--- config.mk ---
export PLATFORM = sky130hd
export DESIGN_NAME = magic_header_frame_deframer
export DESIGN_NICKNAME = d
export VERILOG_FILES = /design/src/rtl/mhfd_pkg.sv /design/src/rtl/mhfd_core.sv /design/src/rtl/mhfd_out_reg.sv /design/src/rtl/magic_header_frame_deframer.sv
export VERILOG_INCLUDE_DIRS = /design/src /design/src/rtl
export SDC_FILE = /design/constraint.sdc
export NUM_CORES = 1
export LEC_CHECK = 0
export ABC_AREA = 0
export BUFFER_PORTS_ARGS = -buffer_cell sky130_fd_sc_hd__buf_2
export CAP_MARGIN = 30
export CORE_MARGIN = 2
export CORE_UTILIZATION = 53
export CTS_CLUSTER_SIZE = 40
export DETAILED_ROUTE_END_ITERATION = 7
export GPL_TIMING_DRIVEN = 1
export PLACE_DENSITY = 0.74
export SETUP_SLACK_MARGIN = 0.2
export SLEW_MARGIN = 0
export SYNTH_ARGS = -nofsm -noshare
export SYNTH_HDL_FRONTEND = slang
export SYNTH_HIERARCHICAL = 1
export SYNTH_SLANG_ARGS = --single-unit
--- constraint.sdc ---
create_clock -name clk -period 2.3 [get_ports clk]
set_input_delay 0.46 -clock clk [delete_from_list [all_inputs] [get_ports clk]]
set_output_delay 0.46 -clock clk [all_outputs]
set_load 0.05 [all_outputs]
--- src/rtl/magic_header_frame_deframer_defines.svh ---
// Assertion macros used by the deframer core RTL.
`ifndef MAGIC_HEADER_FRAME_DEFRAMER_DEFINES_SVH
`define MAGIC_HEADER_FRAME_DEFRAMER_DEFINES_SVH

// Same-cycle implication, sampled on the rising clock edge, off during reset.
`define MHFD_ASSERT_IMPL(label, clk, rst_n, ante, cons, msg) \
	label: assert property (@(posedge clk) disable iff (!(rst_n)) (ante) |-> (cons)) \
		else $error(msg);

// Next-cycle implication, sampled on the rising clock edge, off during reset.
`define MHFD_ASSERT_NEXT(label, clk, rst_n, ante, cons, msg) \
	label: assert property (@(posedge clk) disable iff (!(rst_n)) (ante) |=> (cons)) \
		else $error(msg);

`endif

--- src/rtl/mhfd_pkg.sv ---
// Types, constants and helpers for the magic-header frame deframer.
`default_nettype none

package mhfd_pkg;

	// Frame layout.
	localparam int unsigned COUNT_W          = 9;
	localparam int unsigned MAGIC_LEN        = 6;
	localparam int unsigned HEADER_LEN       = 9;
	localparam int unsigned POS_VERSION      = 6;
	localparam int unsigned POS_TYPE         = 7;
	localparam int unsigned MAX_FRAME_BYTES_DEF = 128;
	localparam logic [7:0]  FRAME_VERSION_OK = 8'h01;

	// Magic letters "IMPROV".
	localparam logic [7:0] MAGIC_I = 8'h49;
	localparam logic [7:0] MAGIC_M = 8'h4D;
	localparam logic [7:0] MAGIC_P = 8'h50;
	localparam logic [7:0] MAGIC_R = 8'h52;
	localparam logic [7:0] MAGIC_O = 8'h4F;
	localparam logic [7:0] MAGIC_V = 8'h56;

	// Result kinds.
	typedef enum logic [1:0] {
		KIND_PAYLOAD = 2'd0,
		KIND_GOOD    = 2'd1,
		KIND_BAD     = 2'd2,
		KIND_ABANDON = 2'd3
	} kind_t;

	// One result beat.
	typedef struct packed {
		kind_t      kind;
		logic [7:0] data_byte;
		logic [7:0] byte_index;
		logic [7:0] packet_type;
		logic [7:0] payload_length;
	} result_t;

	// Expected magic letter at a given match position.
	function automatic logic [7:0] magic_char(input logic [2:0] idx);
		logic [7:0] c;
		case (idx)
			3'd0:    c = MAGIC_I;
			3'd1:    c = MAGIC_M;
			3'd2:    c = MAGIC_P;
			3'd3:    c = MAGIC_R;
			3'd4:    c = MAGIC_O;
			3'd5:    c = MAGIC_V;
			default: c = 8'h00;
		endcase
		return c;
	endfunction

endpackage

`default_nettype wire

--- src/rtl/mhfd_core.sv ---
// Frame state and per-byte parsing logic of the deframer.
`default_nettype none

`include "magic_header_frame_deframer_defines.svh"

module mhfd_core
	import mhfd_pkg::*;
#(
	parameter int unsigned MAX_FRAME_BYTES = MAX_FRAME_BYTES_DEF
) (
	input  wire logic       clk,
	input  wire logic       arst_n,
	input  wire logic       step,
	input  wire logic [7:0] rx_byte,
	output logic            res_valid,
	output result_t         res
);

	localparam logic [COUNT_W-1:0] MAX_CNT   = COUNT_W'(MAX_FRAME_BYTES);
	localparam logic [COUNT_W-1:0] MAGIC_CNT = COUNT_W'(MAGIC_LEN);
	localparam logic [COUNT_W-1:0] HDR_CNT   = COUNT_W'(HEADER_LEN);
	localparam logic [COUNT_W-1:0] VER_POS   = COUNT_W'(POS_VERSION);
	localparam logic [COUNT_W-1:0] TYPE_POS  = COUNT_W'(POS_TYPE);

	logic [COUNT_W-1:0] count_q, count_d;
	logic [7:0]         sum_q, sum_d;
	logic [7:0]         ver_q, ver_d;
	logic [7:0]         type_q, type_d;
	logic [7:0]         len_q, len_d;
	logic               hunting;
	logic [COUNT_W:0]   payload_end;
	logic [7:0]         sum_plus;
	logic [COUNT_W-1:0] count_inc;

	assign hunting     = count_q < MAGIC_CNT;
	assign payload_end = {1'b0, HDR_CNT} + {{(COUNT_W - 7){1'b0}}, len_q};
	assign sum_plus    = sum_q + rx_byte;
	assign count_inc   = count_q + COUNT_W'(1);

	// Next frame state and the result for the byte in flight.
	always_comb begin
		count_d   = count_q;
		sum_d     = sum_q;
		ver_d     = ver_q;
		type_d    = type_q;
		len_d     = len_q;
		res_valid = 1'b0;
		res       = '{kind: KIND_PAYLOAD, data_byte: 8'h00, byte_index: 8'h00,
			packet_type: type_q, payload_length: len_q};
		if (step) begin
			if (hunting) begin
				// Magic hunt; an 'I' that breaks the match starts a new one.
				if (rx_byte == magic_char(count_q[2:0])) begin
					count_d = count_inc;
					sum_d   = sum_plus;
				end else if (rx_byte == MAGIC_I) begin
					count_d = COUNT_W'(1);
					sum_d   = rx_byte;
				end else begin
					count_d = '0;
					sum_d   = 8'h00;
				end
			end else if (count_q >= MAX_CNT) begin
				// Frame overran the limit: drop this byte and resume hunting.
				count_d   = '0;
				sum_d     = 8'h00;
				res_valid = 1'b1;
				res.kind  = KIND_ABANDON;
			end else if (count_q < HDR_CNT) begin
				// Version, type and length bytes.
				count_d = count_inc;
				sum_d   = sum_plus;
				if (count_q == VER_POS) begin
					ver_d = rx_byte;
				end else if (count_q == TYPE_POS) begin
					type_d = rx_byte;
				end else begin
					len_d = rx_byte;
				end
			end else if ({1'b0, count_q} < payload_end) begin
				// Payload byte, passed on as it arrives.
				count_d        = count_inc;
				sum_d          = sum_plus;
				res_valid      = 1'b1;
				res.kind       = KIND_PAYLOAD;
				res.data_byte  = rx_byte;
				res.byte_index = 8'(count_q - HDR_CNT);
			end else begin
				// Checksum byte closes the frame.
				count_d   = '0;
				sum_d     = 8'h00;
				res_valid = 1'b1;
				res.kind  = ((sum_q == rx_byte) && (ver_q == FRAME_VERSION_OK)) ?
					KIND_GOOD : KIND_BAD;
			end
		end
	end

	// Frame state registers.
	always_ff @(posedge clk or negedge arst_n) begin
		if (!arst_n) begin
			count_q <= '0;
			sum_q   <= 8'h00;
			ver_q   <= 8'h00;
			type_q  <= 8'h00;
			len_q   <= 8'h00;
		end else begin
			count_q <= count_d;
			sum_q   <= sum_d;
			ver_q   <= ver_d;
			type_q  <= type_d;
			len_q   <= len_d;
		end
	end

	`MHFD_ASSERT_IMPL(a_count_bound, clk, arst_n, 1'b1, count_q <= MAX_CNT, "byte count past limit")
	`MHFD_ASSERT_IMPL(a_hunt_silent, clk, arst_n, hunting, !res_valid, "result during magic hunt")
	`MHFD_ASSERT_NEXT(a_end_restart, clk, arst_n, res_valid && (res.kind != KIND_PAYLOAD), count_q == '0, "no restart after frame end")

endmodule

`default_nettype wire

--- src/rtl/mhfd_out_reg.sv ---
// Result register of the deframer output channel.
`default_nettype none

module mhfd_out_reg
	import mhfd_pkg::*;
(
	input  wire logic    clk,
	input  wire logic    arst_n,
	input  wire logic    load,
	input  wire result_t load_data,
	input  wire logic    result_stall,
	output logic         result_valid,
	output result_t      result,
	output logic         free
);

	logic    valid_q;
	result_t data_q;

	// The register can take a new beat when empty or when its beat leaves now.
	assign free         = !valid_q || !result_stall;
	assign result_valid = valid_q;
	assign result       = data_q;

	always_ff @(posedge clk or negedge arst_n) begin
		if (!arst_n) begin
			valid_q <= 1'b0;
		end else if (free) begin
			valid_q <= load;
		end
	end

	always_ff @(posedge clk) begin
		if (free && load) begin
			data_q <= load_data;
		end
	end

endmodule

`default_nettype wire

--- src/rtl/magic_header_frame_deframer.sv ---
// Top level of the magic-header frame deframer.
// Usage:
//   Input channel: one received serial byte per beat on rx_byte, with
//   byte_valid and byte_stall. Output channel: result beats on kind,
//   data_byte, byte_index, packet_type and payload_length, with
//   result_valid and result_stall.
//   A frame is "IMPROV", version, type, length, payload and an 8-bit
//   additive checksum. Payload bytes come out as they arrive (kind 0);
//   the checksum byte yields a good (1) or bad (2) end beat, and a frame
//   that grows past MAX_FRAME_BYTES yields an abandon beat (3).
//   Magic and header bytes give no result beat.
//   Path: an accepted byte waits in the input register, is parsed
//   combinationally and its result is loaded into the result register.
//   Throughput: one byte per cycle unless the receiver stalls, set by the
//   single input register and the combinational parse before the result register.
//   Reset (arst_n low) clears the frame state and empties both registers;
//   the parser then hunts for the magic.
//   When the receiver stalls with a result held, the input register keeps
//   its byte and byte_stall rises until the result register frees up.
`default_nettype none

module magic_header_frame_deframer
	import mhfd_pkg::*;
#(
	parameter int unsigned MAX_FRAME_BYTES = MAX_FRAME_BYTES_DEF
) (
	input  wire logic       clk,
	input  wire logic       arst_n,
	input  wire logic       byte_valid,
	output logic            byte_stall,
	input  wire logic [7:0] rx_byte,
	output logic            result_valid,
	input  wire logic       result_stall,
	output logic [1:0]      kind,
	output logic [7:0]      data_byte,
	output logic [7:0]      byte_index,
	output logic [7:0]      packet_type,
	output logic [7:0]      payload_length
);

	logic       valid_s1;
	logic [7:0] byte_s1;
	logic       free;
	logic       step;
	logic       res_valid;
	result_t    res;
	result_t    result;

	// Input register: refilled whenever its byte moves on or it is empty.
	assign step       = valid_s1 && free;
	assign byte_stall = valid_s1 && !free;

	always_ff @(posedge clk or negedge arst_n) begin
		if (!arst_n) begin
			valid_s1 <= 1'b0;
		end else if (!byte_stall) begin
			valid_s1 <= byte_valid;
		end
	end

	always_ff @(posedge clk) begin
		if (!byte_stall && byte_valid) begin
			byte_s1 <= rx_byte;
		end
	end

	mhfd_core #(
		.MAX_FRAME_BYTES(MAX_FRAME_BYTES)
	) u_core (
		.clk      (clk),
		.arst_n   (arst_n),
		.step     (step),
		.rx_byte  (byte_s1),
		.res_valid(res_valid),
		.res      (res)
	);

	mhfd_out_reg u_out (
		.clk         (clk),
		.arst_n      (arst_n),
		.load        (res_valid),
		.load_data   (res),
		.result_stall(result_stall),
		.result_valid(result_valid),
		.result      (result),
		.free        (free)
	);

	// Result fields onto the output ports.
	assign kind           = result.kind;
	assign data_byte      = result.data_byte;
	assign byte_index     = result.byte_index;
	assign packet_type    = result.packet_type;
	assign payload_length = result.payload_length;

endmodule

`default_nettype wire
==> impl_results.md <==
* Area leader, netlist: edfxtp_1
* Worst hold-check path type: input pin to asynchronous set/reset pin
* WP data required at 2.52 ns
* Reg2reg start: u_core/len_q[1]
* Die X at 93.4 um
* Number of diodes at 0
* Final nets at 493
* Peak supply drop at 0.339 mV
* Core ar. at 7730 sq um
* First-pass GRT wire length at 15600 um
* IO buf count at 47
* Clk buf depth at 2
* Clock share of power at 26.9%
* Power Density at 731 nW/um^2
* Clk_lat worst skew at 0.37 ns
* Endpoint type of the worst setup path: flip-flop
* Post-synth cell types at 57
* Syn Inst Count at 359
* MaxCap Viol Count at 0
* Async set-reset flop share out of synthesis at 50.6%
* Final WS setup at -0.236 ns
* Drt first pass iters at 4
* Net switching power at 1.25 mW
* Worst Skew at 0.0134 ns
* Total leakage power at 2.43 nW
* Arrival time at the worst endpoint at 2.75 ns
* Crit Path Category: flip-flop to flip-flop
* Post-Syn Area at 4240 sq um
* Vias in the first global route at 3131
* Crit-path max FO at 8
* Effective utilization at floorplan at 54.9%
* Seq pwr share at 46.2%
* Buf/Inv on CP at 1
* Primary FF master, synth: dfrtp_1
* Routed WL at 9470 um
* DRC viols at 0
* FP Rows at 32
* GP Congestion at 0.913
* Worst-path cell chain: ha_4, a21oi_4, nor2_2, xnor2_1, ha_1, a21oi_2, nor2b_1, o21ai_1, o211ai_1, buf_4, or2_4, nor3_2
* Yosys warns at 6
* Largest cells by area after synthesis: edfxtp_1 (30%), dfrtp_1 (25%), ha_1 (6.5%), mux2_2 (6.4%), xnor2_1 (2.3%)
* Slew Limit Headroom at 61.7%
* Post-CTS Hold Buffers at 0
* Post-synth top cells: dfrtp_1 (43), edfxtp_1 (42), mux2_2 (24), nor2_1 (24), ha_1 (22)
* Grt ovf at 0
* Die Footprint at 8730 sq um
* Largest net degree at the start of global routing at 35
* Die Y at 93.4 um
* DRT iter0 DRCs at 207
* Vias/cell at 5.59
* Max incr delay on CP at 0.44 ns
* Area growth, synth to finish at 30.5%
* Peak Freq at 394 MHz
* CP startpoint: u_core/len_q[1]
* Final min period at 2.54 ns
* Status: finished with violations
* CTS H-tree lvls at 3
* Failing checks: negative setup slack
* EDFF count, synth at 42
* Critical Path Start Type: flip-flop
* Sw frac at 31.0%
* Slew @ Worst Pin at 0.575 ns
* Max Slew Vio Count at 0
* Final hold violation count at 0
* Final period utilization at 110%
* CTS buffer count at 9
* Total GRT Usage at 23.5%
* Power Internal at 2.79 mW
* Slowest cell on the critical path: dfrtp_1
* Post-route ant nets at 0
* TritonCTS Sinks at 85
* Root Driver: clkbuf_8
* #FFs+latches synth at 85
* Cell with the most instances after synthesis: dfrtp_1
* Synth top area share at 29.8%
* RSZ-0062 raised after global routing: true
* Combinational share of power at 26.9%
* Seq/Total Area, Yosys at 55.1%
* Share of cells above drive strength 1 at 41.9%
* CTS tree: done
* Antenna violations before repair at 0
* Vias at 3160
* Routed len/inst at 16.8 um
* CP delay by family, top: simple AND/OR/NAND/NOR gates
* Detailed Place HPWL at 6670 um
* Syn Area/Cell at 11.8 sq um
* CTS clk-pin slew, worst paths at 0.09 ns
* Setup TNS at -5.88 ns
* Syn Nets at 394
* Final core occ at 71.6%
* Ports at 48
* Setup violations, final at 34
[worst register-to-register path: cells and delay by family, from the launching register on]
kind | cells | cell delay [ns]
adder cells (fa/ha/maj) | 2 | 0.52
flip-flops | 1 | 0.44
AO/OA/AOI/OAI | 4 | 0.55
AND/OR/NAND/NOR | 4 | 0.58
XOR/XNOR | 1 | 0.12
buffers and inverters | 1 | 0.19
[flip-flops by register name, summed over array words and instances (netlist names)]
signal / flops
u_out/result: 34
u_core/count_q: 9
byte_s1: 8
u_core/len_q: 8
u_core/sum_q: 8
u_core/type_q: 8
u_core/ver_q: 8
u_out/result_valid: 1
valid_s1: 1
[per-stage QoR]
stage	hold slack (ns)	power [mW]	setup slack, ns	area, sq um	instances
final	0.0788	4.04	-0.236	5530	565
after global routing	0.119	4.24	-0.369	5530	565
after CTS	0.0983	3.99	-0.186	5490	564
after detailed placement	0.433	2.74	-0.232	4970	536
after global placement	0.427	2.70	-0.104	4970	536
after floorplan	0.164	2.42	-0.0544	4320	359
[final cells by class]
type                    instances  area, sq um
clock buffers                   9          124
clock inverters                 7         78.8
fillers                       536         2190
inverters                      19         71.3
multi-input cells             240         2050
flip-flops and latches         85         2340
well taps                     102          128
repair buffers                103          737
[repair_timing]
action / CTS / global route
gates cloned: 1 / 0
gates resized for setup: 55 / 9
setup endpoints to repair: 58 / 58
pin swaps: 15 / 6
buffers inserted: 11 / 1
[power groups by stage]
stage	logic [mW]	registers, mW	clock network, mW
floorplan	0.519	1.90	0
global placement	0.814	1.88	0
detailed placement	0.845	1.89	0
CTS	1.04	1.86	1.10
global route	1.19	1.89	1.17
finish	1.09	1.87	1.09
[cells in the final DEF, fill, tap and decap left out, types with 13 or more instances in the layout]
master,instances
dfrtp_1,40
ha_1,18
edfxtp_1,42
nand2_1,14
nor2_1,22
mux2_4,22
inv_1,17
nand3_1,13
buf_4,46
buf_2,47
[path summary, 6_finish.rpt]
path,endpoint,depth (start not counted),slack (ns)
max,u_out/result[19],12,-0.24
min,u_core/ver_q[1],1,0.08
max reg2reg,u_out/result[19],12,-0.24
min reg2reg,u_out/result[13],0,0.45
max in group asynchronous,u_core/len_q[2],2,1.69
min in group clk,byte_s1[5],1,0.26
[routing by layer]
metal	track usage, %	vias to the layer above	part of all wire, %
li1	-	1490	-
met4	10.2	0	1.9
met2	39.4	90	51
met5	0	-	0
met3	4.27	21	5.2
met1	29.8	1559	42
[cell families (layout without fill, tap and decap cells)]
logic type | Yosys count | in the layout | synth area share (%)
muxes | 26 | 26 | 6.85
and+or+nand+nor | 112 | 112 | 15.0
other | 1 | 1 | 0.0885
DFF | 85 | 85 | 55.1
AOI/OAI and AO/OA | 59 | 59 | 8.77
xor gates and xnor gates | 19 | 19 | 3.93
buffers and inverters | 34 | 138 | 3.28
adders and majority gates | 23 | 23 | 6.97
Note: power is estimated with default switching activity, not from simulation.
